<file path="src/sv/swbc_pkg.sv">
// Shared types, codes and helper functions of the set associative write-back cache.
package swbc_pkg;

	localparam int unsigned DEF_WAYS        = 4;
	localparam int unsigned DEF_CACHE_BYTES = 2048;
	localparam int unsigned DEF_LINE_BYTES  = 8;
	localparam int unsigned DEF_ADDR_BITS   = 32;

	localparam logic [1:0] CMD_READ  = 2'd0;
	localparam logic [1:0] CMD_WRITE = 2'd1;
	localparam logic [1:0] CMD_FILL  = 2'd2;

	localparam logic [1:0] KIND_RESP   = 2'd0;
	localparam logic [1:0] KIND_MREAD  = 2'd1;
	localparam logic [1:0] KIND_MWRITE = 2'd2;
	localparam logic [1:0] KIND_REJECT = 2'd3;

	localparam logic [15:0] LFSR_TAPS = 16'hB400;

	typedef enum logic [1:0] {
		OP_READ,
		OP_WRITE,
		OP_FILL
	} op_t;

	typedef enum logic [1:0] {
		ST_IDLE,
		ST_LOOK,
		ST_MREAD
	} state_t;

	typedef struct packed {
		op_t         op;
		logic [31:0] address;
		logic [1:0]  size_log2;
		logic [63:0] write_data;
		logic [7:0]  req_id;
		logic [63:0] fill_data;
	} item_t;

	function automatic logic [63:0] merge_line(logic [63:0] line, logic [2:0] off,
			logic [1:0] szl, logic [63:0] wd, int unsigned line_bytes);
		logic [63:0] res;
		int unsigned n;
		int unsigned idx;
		res = line;
		n = 32'd1 << szl;
		if (n > line_bytes) begin
			n = line_bytes;
		end
		for (int unsigned pos = 0; pos < 8; pos++) begin
			idx = pos - 32'(off);
			if (pos >= 32'(off) && idx < n && pos < line_bytes) begin
				res[8*pos +: 8] = wd[8*idx[2:0] +: 8];
			end
			if (pos >= line_bytes) begin
				res[8*pos +: 8] = 8'd0;
			end
		end
		return res;
	endfunction

	function automatic logic [15:0] lfsr_next(logic [15:0] l);
		return {1'b0, l[15:1]} ^ (l[0] ? LFSR_TAPS : 16'd0);
	endfunction

endpackage

</file>
<file path="src/sv/swbc_if.sv">
// Channel interfaces of the cache: request, result and seed configuration.
interface swbc_req_if;
	logic        valid;
	logic        ready;
	logic [1:0]  command;
	logic [31:0] address;
	logic [1:0]  size_log2;
	logic [63:0] write_data;
	logic [7:0]  req_id;
	logic [63:0] fill_data;
	modport source (output valid, command, address, size_log2, write_data, req_id,
		fill_data, input ready);
	modport sink (input valid, command, address, size_log2, write_data, req_id,
		fill_data, output ready);
endinterface


</file>
<file path="src/sv/swbc_front.sv">
// Request front end: decodes each beat and queues it for the back end.
module swbc_front (
	input  logic              clk,
	input  logic              arst_n,
	swbc_req_if.sink          req,
	output logic              q_valid,
	output swbc_pkg::item_t   q_item,
	input  logic              q_pop
);

	swbc_pkg::item_t ent_q [2];
	logic            rd_ptr_q;
	logic            wr_ptr_q;
	logic [1:0]      cnt_q;
	logic            keep;
	logic            push;
	swbc_pkg::op_t   op;

	always_comb begin
		keep = 1'b1;
		op = swbc_pkg::OP_READ;
		unique case (req.command)
			swbc_pkg::CMD_READ:  op = swbc_pkg::OP_READ;
			swbc_pkg::CMD_WRITE: op = swbc_pkg::OP_WRITE;
			swbc_pkg::CMD_FILL:  op = swbc_pkg::OP_FILL;
			default:             keep = 1'b0;
		endcase
	end

	assign req.ready = (cnt_q != 2'd2);
	assign push = req.valid && req.ready && keep;
	assign q_valid = (cnt_q != 2'd0);
	assign q_item = ent_q[rd_ptr_q];

	always_ff @(posedge clk) begin
		if (push) begin
			ent_q[wr_ptr_q] <= '{op: op, address: req.address, size_log2: req.size_log2,
				write_data: req.write_data, req_id: req.req_id,
				fill_data: req.fill_data};
		end
	end

	always_ff @(posedge clk or negedge arst_n) begin
		if (!arst_n) begin
			rd_ptr_q <= 1'b0;
			wr_ptr_q <= 1'b0;
			cnt_q <= 2'd0;
		end else begin
			if (push) begin
				wr_ptr_q <= ~wr_ptr_q;
			end
			if (q_pop) begin
				rd_ptr_q <= ~rd_ptr_q;
			end
			cnt_q <= cnt_q + 2'(push) - 2'(q_pop);
		end
	end

endmodule

</file>
<file path="src/flat_wrapper.sv">
// flat-port wrapper written by rule: the top's interface ports become plain ports
module swbc_front_flat 
  (clk, arst_n, q_valid, q_item, q_pop, req_valid, req_command, req_address, req_size_log2, req_write_data, req_req_id, req_fill_data, req_ready);
  swbc_req_if req_i ();
  input  logic clk;
  input  logic arst_n;
  output logic q_valid;
  output swbc_pkg::item_t q_item;
  input  logic q_pop;
  input wire logic [$bits(req_i.valid)-1:0] req_valid;
  input wire logic [$bits(req_i.command)-1:0] req_command;
  input wire logic [$bits(req_i.address)-1:0] req_address;
  input wire logic [$bits(req_i.size_log2)-1:0] req_size_log2;
  input wire logic [$bits(req_i.write_data)-1:0] req_write_data;
  input wire logic [$bits(req_i.req_id)-1:0] req_req_id;
  input wire logic [$bits(req_i.fill_data)-1:0] req_fill_data;
  output wire logic [$bits(req_i.ready)-1:0] req_ready;
  assign req_i.valid = req_valid;
  assign req_i.command = req_command;
  assign req_i.address = req_address;
  assign req_i.size_log2 = req_size_log2;
  assign req_i.write_data = req_write_data;
  assign req_i.req_id = req_req_id;
  assign req_i.fill_data = req_fill_data;
  assign req_ready = req_i.ready;
  swbc_front u_core (.clk(clk), .arst_n(arst_n), .req(req_i), .q_valid(q_valid), .q_item(q_item), .q_pop(q_pop));
endmodule
</file>
<file path="config.mk">
export PLATFORM = sky130hd
export DESIGN_NAME = swbc_front_flat
export DESIGN_NICKNAME = d
export VERILOG_FILES = /design/src/sv/swbc_pkg.sv /design/src/sv/swbc_if.sv /design/src/sv/swbc_front.sv /design/src/flat_wrapper.sv
export SDC_FILE = /design/constraint.sdc
export NUM_CORES = 1
export LEC_CHECK = 0
export BUFFER_PORTS_ARGS = -buffer_cell sky130_fd_sc_hd__buf_2
export CAP_MARGIN = 20
export CELL_PAD_IN_SITES_DETAIL_PLACEMENT = 0
export CELL_PAD_IN_SITES_GLOBAL_PLACEMENT = 2
export CORE_MARGIN = 2
export CORE_UTILIZATION = 30
export CTS_BUF_LIST = sky130_fd_sc_hd__clkbuf_4 sky130_fd_sc_hd__clkbuf_8
export CTS_CLUSTER_DIAMETER = 100
export DETAILED_ROUTE_END_ITERATION = 16
export PLACE_DENSITY = 0.75
export SLEW_MARGIN = 20
export SYNTH_ARGS = -nofsm -noshare
export SYNTH_HDL_FRONTEND = slang
export SYNTH_SLANG_ARGS = --single-unit
export TNS_END_PERCENT = 30
</file>
<file path="constraint.sdc">
create_clock -name clk -period 27 [get_ports clk]
set_input_delay 5.4 -clock clk [delete_from_list [all_inputs] [get_ports clk]]
set_output_delay 5.4 -clock clk [all_outputs]
set_load 0.01 [all_outputs]
</file>
== After elaboration in Yosys (flattened, before gate mapping) ==
Memories as Yosys holds them, arrays and structs flattened.
Cells that the tools add are included.

* Word-level logic and storage cells: 20
* Flip-flop bits (word level): 4
* Memories kept: 1
* RAM bits: 344

{| class="wikitable"
|+ Memories
! name !! depth !! bits a word !! rd ports !! clocked after Yosys merged registers in !! write ports !! line !! text
|-
| u_core.ent_q || 2 || 172 || 1 || 0 || 1 || swbc_front.sv:11 || <nowiki>swbc_pkg::item_t ent_q [2];</nowiki>
|}

* Reduce and logical (&&, ||, !) cells: 5
* Bitwise gates (word level): 2
* Add/subtract/negate cells: 2
* Muxes and demuxes: 4
* Equal/unequal tests: 3

{| class="wikitable"
|+ Operators with widths
! kind !! count
|-
| case mux 2 bit (2 select lines) || 1
|-
| 2-to-1 mux 1 bit || 3
|-
| OR reduction 3 bit || 1
|-
| adder 2 x 1 -> 2 bit || 1
|-
| equality test 2 x 1 -> 1 bit, second input constant || 1
|-
| equality test 2 bit, second input constant || 1
|-
| logical AND 1 bit || 2
|-
| zero test 2 bit || 1
|-
| inequality test 2 bit, second input constant || 1
|-
| NOT 1 bit || 2
|-
| nonzero test 2 bit || 1
|-
| subtractor 2 x 1 -> 2 bit || 1
|}

== Logic depth before layout (Yosys ltp) ==
Gate-level depths: netlist of run 1.

* Depth after elaboration: 6
* Gate-level depth with buffers: 4

== Worst setup path before layout of run 1 ==
Ideal clock, no wire load.

* Kind: input -> register
* Start point: input req_command[1]
* End point: memory u_core.ent_q[0][0] (netlist name), enable pin
* Path buffers: 0
* Library setup time: 0.707 ns
* Data required time: 26.293 ns
* Data arrival time: 12.799 ns
* Slack: 13.493 ns
* Cell stages on the path: 3
* Path through: nand2_1 > nand3_1 > nor2_1

* Word-level cells in the longest chain between the ends: 6
* Elaborated cells on any way between the ends: 8

{| class="wikitable"
|+ Ends and longest elaborated chain
! item !! line !! text
|-
| start, declared || flat_wrapper.sv:11 || <nowiki>input wire logic [$bits(req_i.command)-1:0] req_command;</nowiki>
|-
| equality test 2 x 1 -> 1 bit, or another cell as far along || swbc_front.sv:22 || <nowiki>unique case (req.command)</nowiki>
|-
| OR reduction 3 bit (no source line) * || - ||
|-
| 2-to-1 mux 1 bit * || swbc_front.sv:22 ||
|-
| logical AND 1 bit * || swbc_front.sv:31 || <nowiki>assign push = req.valid && req.ready && keep;</nowiki>
|-
| 2-to-1 mux 1 bit * || swbc_front.sv:36 || <nowiki>if (push) begin</nowiki>
|-
| 2-to-1 mux 1 bit (not written as such) * || swbc_front.sv:37 || <nowiki>ent_q[wr_ptr_q] <= '{op: op, address: req.address, size_log2: req.size_log2,</nowiki>
|-
| end, declared || swbc_front.sv:11 ||
|}

Mark *: on every way between the ends. The rest lies on a longest branch, timed or not.

==> results.sh, run 1 <==
export IMPL_status="completed"
export IMPL_wl_um=26500
export IMPL_postRouteAntennaNets=0
export IMPL_whs_path_depth=1
export IMPL_cts_resized=0
export IMPL_path_class="flop to output pin"
export IMPL_cp_startpoint="u_core.rd_ptr_q"
export IMPL_yosysWarnings=0
export IMPL_track_usage_pct=11.6
export IMPL_syn_to_final_growth_pct=27.9
export IMPL_wl_per_cell_um=17.2
export IMPL_cp_top_family="flip-flops"
export IMPL_fin_util_pct=38.8
export IMPL_synth_distinct_cells=16
export IMPL_dp_cells=1433
export IMPL_final_cell_mix="buf_2 (349), edfxtp_1 (344), mux2_2 (172)"
export IMPL_drive_gt1_share_pct=62.9
export IMPL_yosysTopAreaCellShare_pct=81.1
export IMPL_tightest_slew_ns=1.02
export IMPL_hold_viol_final=0
export IMPL_slowest_stage="dfrtp_4"
export IMPL_insertion_delay_ns=0.63
export IMPL_h_tree_depth=2
export IMPL_cts_num_sinks=348
export IMPL_tritoncts="done"
export IMPL_grt_pass1_wl_um=38800
export IMPL_nets=1133
export IMPL_start_kind="flop"
export IMPL_cap_violations=0
export IMPL_finalSetupViolCount=0
export IMPL_place_congestion=0.714
export IMPL_vdd_ir_drop_worst_uv=66.6
export IMPL_die_area_mm2=0.0441
export IMPL_io_pins=350
export IMPL_cp_depth=3
export IMPL_yosysSeqAreaShare_pct=81.9
export IMPL_slowest_delay_ns=0.90
export IMPL_cts_buffers_inserted=60
export IMPL_layout_cells_non_filler=1547
export IMPL_syn_nets=733
export IMPL_post_route_period_util_pct=30.8
export IMPL_postCtsHoldBufs=0
export IMPL_postSynthCellCount=556
export IMPL_dr_pass1_iters=6
export IMPL_vias_per_cell=4.22
export IMPL_min_period_ns=8.31
export IMPL_first_iter_violations=303
export IMPL_path_buf_inv=2
export IMPL_rsz0062_at_grt="no"
export IMPL_hp_start="u_core.wr_ptr_q"
export IMPL_crit_fanout=76
export IMPL_drc=0
export IMPL_post_cts_buffers=0
export IMPL_ys_ff_latch=348
export IMPL_die_y_um=210
export IMPL_min_path_type="flop to flop"
export IMPL_powerDensity_mw_per_mm2=103
export IMPL_chipWidth_um=210
export IMPL_syn_area_mm2=0.0127
export IMPL_layout_commonest_cell="buf_2"
export IMPL_antenna_found_initial=4
export IMPL_maxSlewHeadroom_pct=32.0
export IMPL_cts_root_buf="clkbuf_8"
export IMPL_leakage_uw=0.00604
export IMPL_grt_max_degree=77
export IMPL_crit_required_ns=21.60
export IMPL_synth_avg_cell_area_um2=22.9
export IMPL_r2r_cells=5
export IMPL_cp_arrival_ns=2.91
export IMPL_rr_startpoint="u_core.cnt_q[1]"
export IMPL_max_freq_mhz=120
export IMPL_path_cells="buf_6 -> mux2_2 -> buf_2"
export IMPL_timing_final_max_slew_violations=0
export IMPL_cts_clk_slew_worst_paths_ns=0.06
export IMPL_num_rows=75
export IMPL_io_buffer_count=349
export IMPL_grt_pass1_vias=6948
export IMPL_yosys_top_cells_area="edfxtp_1 (81%), mux2_2 (15%), clkbuf_8 (1.5%)"
export IMPL_vias=6532
export IMPL_fin_tns_setup_ns=0
export IMPL_grt_ovfl_total=0
export IMPL_end_kind="output pin"
export IMPL_dp_hpwl_um=17200
export IMPL_skew_ns=0.0317
export IMPL_clockBufferDepth=3
export IMPL_synth_top_cell_by_area="edfxtp_1"
export IMPL_start_util_pct=30.3
export IMPL_core_mm2=0.0419
==> Yosys cell counts <==
| master | n |
|---|---|
| nand2_1 | 1 |
| xor2_1 | 3 |
| edfxtp_1 | 344 |
| or2_2 | 1 |
| nand2b_1 | 1 |
| nor2_1 | 2 |
| xnor2_1 | 2 |
| clkbuf_8 | 14 |
| ha_1 | 1 |
| mux2_2 | 172 |
| nand4b_1 | 1 |
| nand3_1 | 1 |
| buf_6 | 5 |
| inv_1 | 2 |
| dfrtp_1 | 4 |
| nor2b_1 | 2 |
==> cell families (layout without fill, tap and decap cells) <==
family,count (synthesis),in the layout,share of synthesized area (%)
buf+inv,21,471,2.01
other cells,0,2,0
mux,172,172,15.2
flops,348,348,81.9
fa+ha+maj,1,1,0.0983
xor+xnor,5,5,0.344
simple gates,9,9,0.393
==> per-layer routing <==
metal	GRT usage, %	part of all wire (%)	up-vias
met2	19.3	49	250
met5	0	0.090	-
li1	-	-	3036
met1	13.0	39	3185
met3	4.98	9.2	57
met4	4.94	2.4	4
==> sequential cells by signal, summed over array words and instances (netlist names) <==
| signal | flops |
|---|---|
| u_core.rd_ptr_q | 1 |
| u_core.ent_q | 344 |
| u_core.cnt_q | 2 |
| u_core.wr_ptr_q | 1 |
==> where the power goes <==
| group | total, uW | internal (uW) | switching (uW) |
|---|---|---|---|
| Clock | 498 | 292 | 206 |
| Combinational | 442 | 202 | 241 |
| Sequential | 742 | 708 | 34.3 |
==> final timing paths <==
kind | endpoint | slack, ns
setup reg to reg | u_core.ent_q[1][114] | 24.03
max in group asynchronous | u_core.rd_ptr_q | 22.28
min in group asynchronous | u_core.wr_ptr_q | 4.57
setup / recovery | q_item[89] | 18.69
hold / removal | u_core.wr_ptr_q | 0.56
hold reg to reg | u_core.wr_ptr_q | 0.56
==> per-stage QoR <==
step / instance area [um^2] / hold WS [ns] / power [uW] / worst slack, ns
after floorplan: 12700 / 0.468 / 1070 / 13.49
after global routing: 16300 / 0.587 / 1770 / 18.48
after detailed placement: 15000 / 0.549 / 1210 / 18.94
after global placement: 15000 / 0.538 / 1200 / 18.98
final: 16300 / 0.559 / 1680 / 18.69
after CTS: 16300 / 0.560 / 1720 / 18.28
==> area by class of cell <==
| type | count | area (um^2) |
|---|---|---|
| fillers | 3904 | 25700 |
| flip-flops and latches | 348 | 10400 |
| multi-input cells | 187 | 2060 |
| repair buffers | 357 | 1810 |
| clock buffers | 87 | 1070 |
| well taps | 539 | 674 |
| clock inverters | 25 | 224 |
| inverters | 2 | 7.51 |
| diodes | 2 | 5.00 |
==> worst reg2reg max path: stages (launching register included) <==
cell and delay (ns):
dfrtp_1 0.40, nand2b_1 0.13, nand3_1 0.28, nor2_4 0.52
buf_4 0.42, buf_4 0.78
No activity file was read; power rests on OpenSTA's default activity.
==> run 2, diff against run 1 <==
--- a/config.mk
+++ b/config.mk
@@ -14,7 +14,7 @@
 export CTS_BUF_LIST = sky130_fd_sc_hd__clkbuf_4 sky130_fd_sc_hd__clkbuf_8
 export CTS_CLUSTER_DIAMETER = 100
 export DETAILED_ROUTE_END_ITERATION = 16
-export PLACE_DENSITY = 0.75
+export PLACE_DENSITY = 0.77
 export SLEW_MARGIN = 20
 export SYNTH_ARGS = -nofsm -noshare
 export SYNTH_HDL_FRONTEND = slang
==> constraint.sdc (replaced) <==
create_clock -name clk -period 7.32 [get_ports clk]
set_input_delay 1.464 -clock clk [delete_from_list [all_inputs] [get_ports clk]]
set_output_delay 1.464 -clock clk [all_outputs]
set_load 0.01 [all_outputs]
==> run 2 against run 1 <==
Compared with the run above:
- total power rose to 3.6 times the previous value
- non-clock buffer count fell by 2
- core utilization fell by 0.35 points
- clock skew fell by 0.0099 ns
- highest routed layer unchanged
==> results.sh, run 2 (synthesis gave the netlist of run 1 again) <==
export IMPL_slowest_delay_ns=0.82
export IMPL_wl_per_cell_um=17.1
export IMPL_num_rows=75
export IMPL_cts_num_sinks=348
export IMPL_register_area_mm2=0.0104
export IMPL_tightest_slew_ns=1.11
export IMPL_cp_arrival_ns=2.92
export IMPL_largest_register="u_core.ent_q"
export IMPL_tritoncts="done"
export IMPL_io_buffer_count=349
export IMPL_cts_resized=0
export IMPL_finalSetupViolCount=0
export IMPL_skew_ns=0.0218
export IMPL_final_cell_mix="buf_2 (349), edfxtp_1 (344), mux2_2 (172)"
export IMPL_slowest_stage="dfrtp_4"
export IMPL_place_congestion=0.699
export IMPL_grt_pass1_wl_um=39200
export IMPL_multiInputGateArea_mm2=0.00206
export IMPL_insertion_delay_ns=0.61
export IMPL_clockBufferDepth=3
export IMPL_antenna_found_initial=2
export IMPL_min_period_ns=4.39
export IMPL_timing_final_max_slew_violations=0
export IMPL_start_kind="flop"
export IMPL_drive_gt1_share_pct=62.5
export IMPL_dr_pass1_iters=4
export IMPL_status="completed"
export IMPL_min_path_type="flop to flop"
export IMPL_first_iter_violations=251
export IMPL_path_class="flop to output pin"
export IMPL_leakage_uw=0.00596
export IMPL_vdd_ir_drop_worst_uv=209
export IMPL_crit_required_ns=5.86
export IMPL_cts_buffers_inserted=59
export IMPL_layout_commonest_cell="buf_2"
export IMPL_hold_viol_final=0
export IMPL_largest_reg_flops=344
export IMPL_path_cells="buf_4 -> mux2_2 -> buf_2"
export IMPL_chipWidth_um=210
export IMPL_die_area_mm2=0.0441
export IMPL_grt_pass1_vias=6948
export IMPL_io_pins=350
export IMPL_reg_top3="u_core.ent_q (344), u_core.cnt_q (2)"
export IMPL_cap_violations=0
export IMPL_rsz0062_at_grt="no"
export IMPL_max_freq_mhz=228
export IMPL_cts_root_buf="clkbuf_8"
export IMPL_path_buf_inv=2
export IMPL_syn_to_final_growth_pct=26.7
export IMPL_end_kind="output pin"
export IMPL_h_tree_depth=2
export IMPL_nets=1130
export IMPL_cts_clk_slew_worst_paths_ns=0.06
export IMPL_cp_top_family="buffers and inverters"
export IMPL_dp_cells=1431
export IMPL_core_mm2=0.0419
export IMPL_post_cts_buffers=0
export IMPL_post_place_ws_ns=3.50
export IMPL_start_util_pct=30.3
export IMPL_grt_ovfl_total=0
export IMPL_wl_um=26400
export IMPL_vias_per_cell=4.25
export IMPL_fill_cells=3917
export IMPL_crit_fanout=63
export IMPL_p_total_uw=6010
export IMPL_layout_cells_non_filler=1542
export IMPL_postCtsHoldBufs=0
export IMPL_fin_ws_ns=2.93
export IMPL_maxSlewHeadroom_pct=25.8
export IMPL_die_y_um=210
export IMPL_grt_max_degree=173
export IMPL_postRouteAntennaNets=0
export IMPL_powerDensity_mw_per_mm2=373
export IMPL_track_usage_pct=11.6
export IMPL_vias=6549
export IMPL_drc=0
export IMPL_post_route_period_util_pct=60.0
export IMPL_dp_hpwl_um=16600
## run 2: through the flow
stage	hold WS, ns	instance area, um^2	utilization, %	setup TNS (ns)
final	0.549	16100	38.5	0
after detailed placement	0.544	15000	35.7	0
after global routing	0.566	16100	38.5	0
after global placement	0.533	15000	35.7	0
after floorplan	0.468	12700	-	-774.22
after CTS	0.552	16100	38.4	0
## run 2: layout make-up
| cell class | count | area share [%] |
|---|---|---|
| inverters | 2 | 0.0465 |
| multi-input cells | 187 | 12.8 |
| clock buffers | 89 | 6.55 |
| repair buffers | 355 | 11.3 |
| diodes | 3 | 0.0465 |
| flip-flops and latches | 348 | 64.7 |
| clock inverters | 19 | 0.496 |
| well taps | 539 | 4.18 |
## run 2: worst paths after layout
kind / start / end / slack [ns] / cells past startpoint
worst max-delay path: u_core.rd_ptr_q / q_item[139] / 2.93 / 3
worst min-delay path: u_core.wr_ptr_q / u_core.wr_ptr_q / 0.55 / 1
worst max register to register: u_core.cnt_q[1] / u_core.ent_q[0][94] / 4.98 / 4
worst min register to register: u_core.wr_ptr_q / u_core.wr_ptr_q / 0.55 / 1
max in group asynchronous: arst_n / u_core.rd_ptr_q / 6.50 / 1
min in group asynchronous: arst_n / u_core.cnt_q[1] / 0.66 / 1
## run 2: report_power, final
part | switching, uW | leakage [uW] | internal (uW)
combinational | 882 | 0.00214 | 748
clock | 735 | 0.000608 | 913
sequential | 121 | 0.00322 | 2610
## run 2: metal layers
metal  global-route usage (%)  up-vias  wire length [um]
met5                        0        -                13
met4                     4.13        2               488
met3                     5.96       40              2810
met2                     18.5      261             12500
met1                     13.6     3205             10700
li1                         -     3041                 -
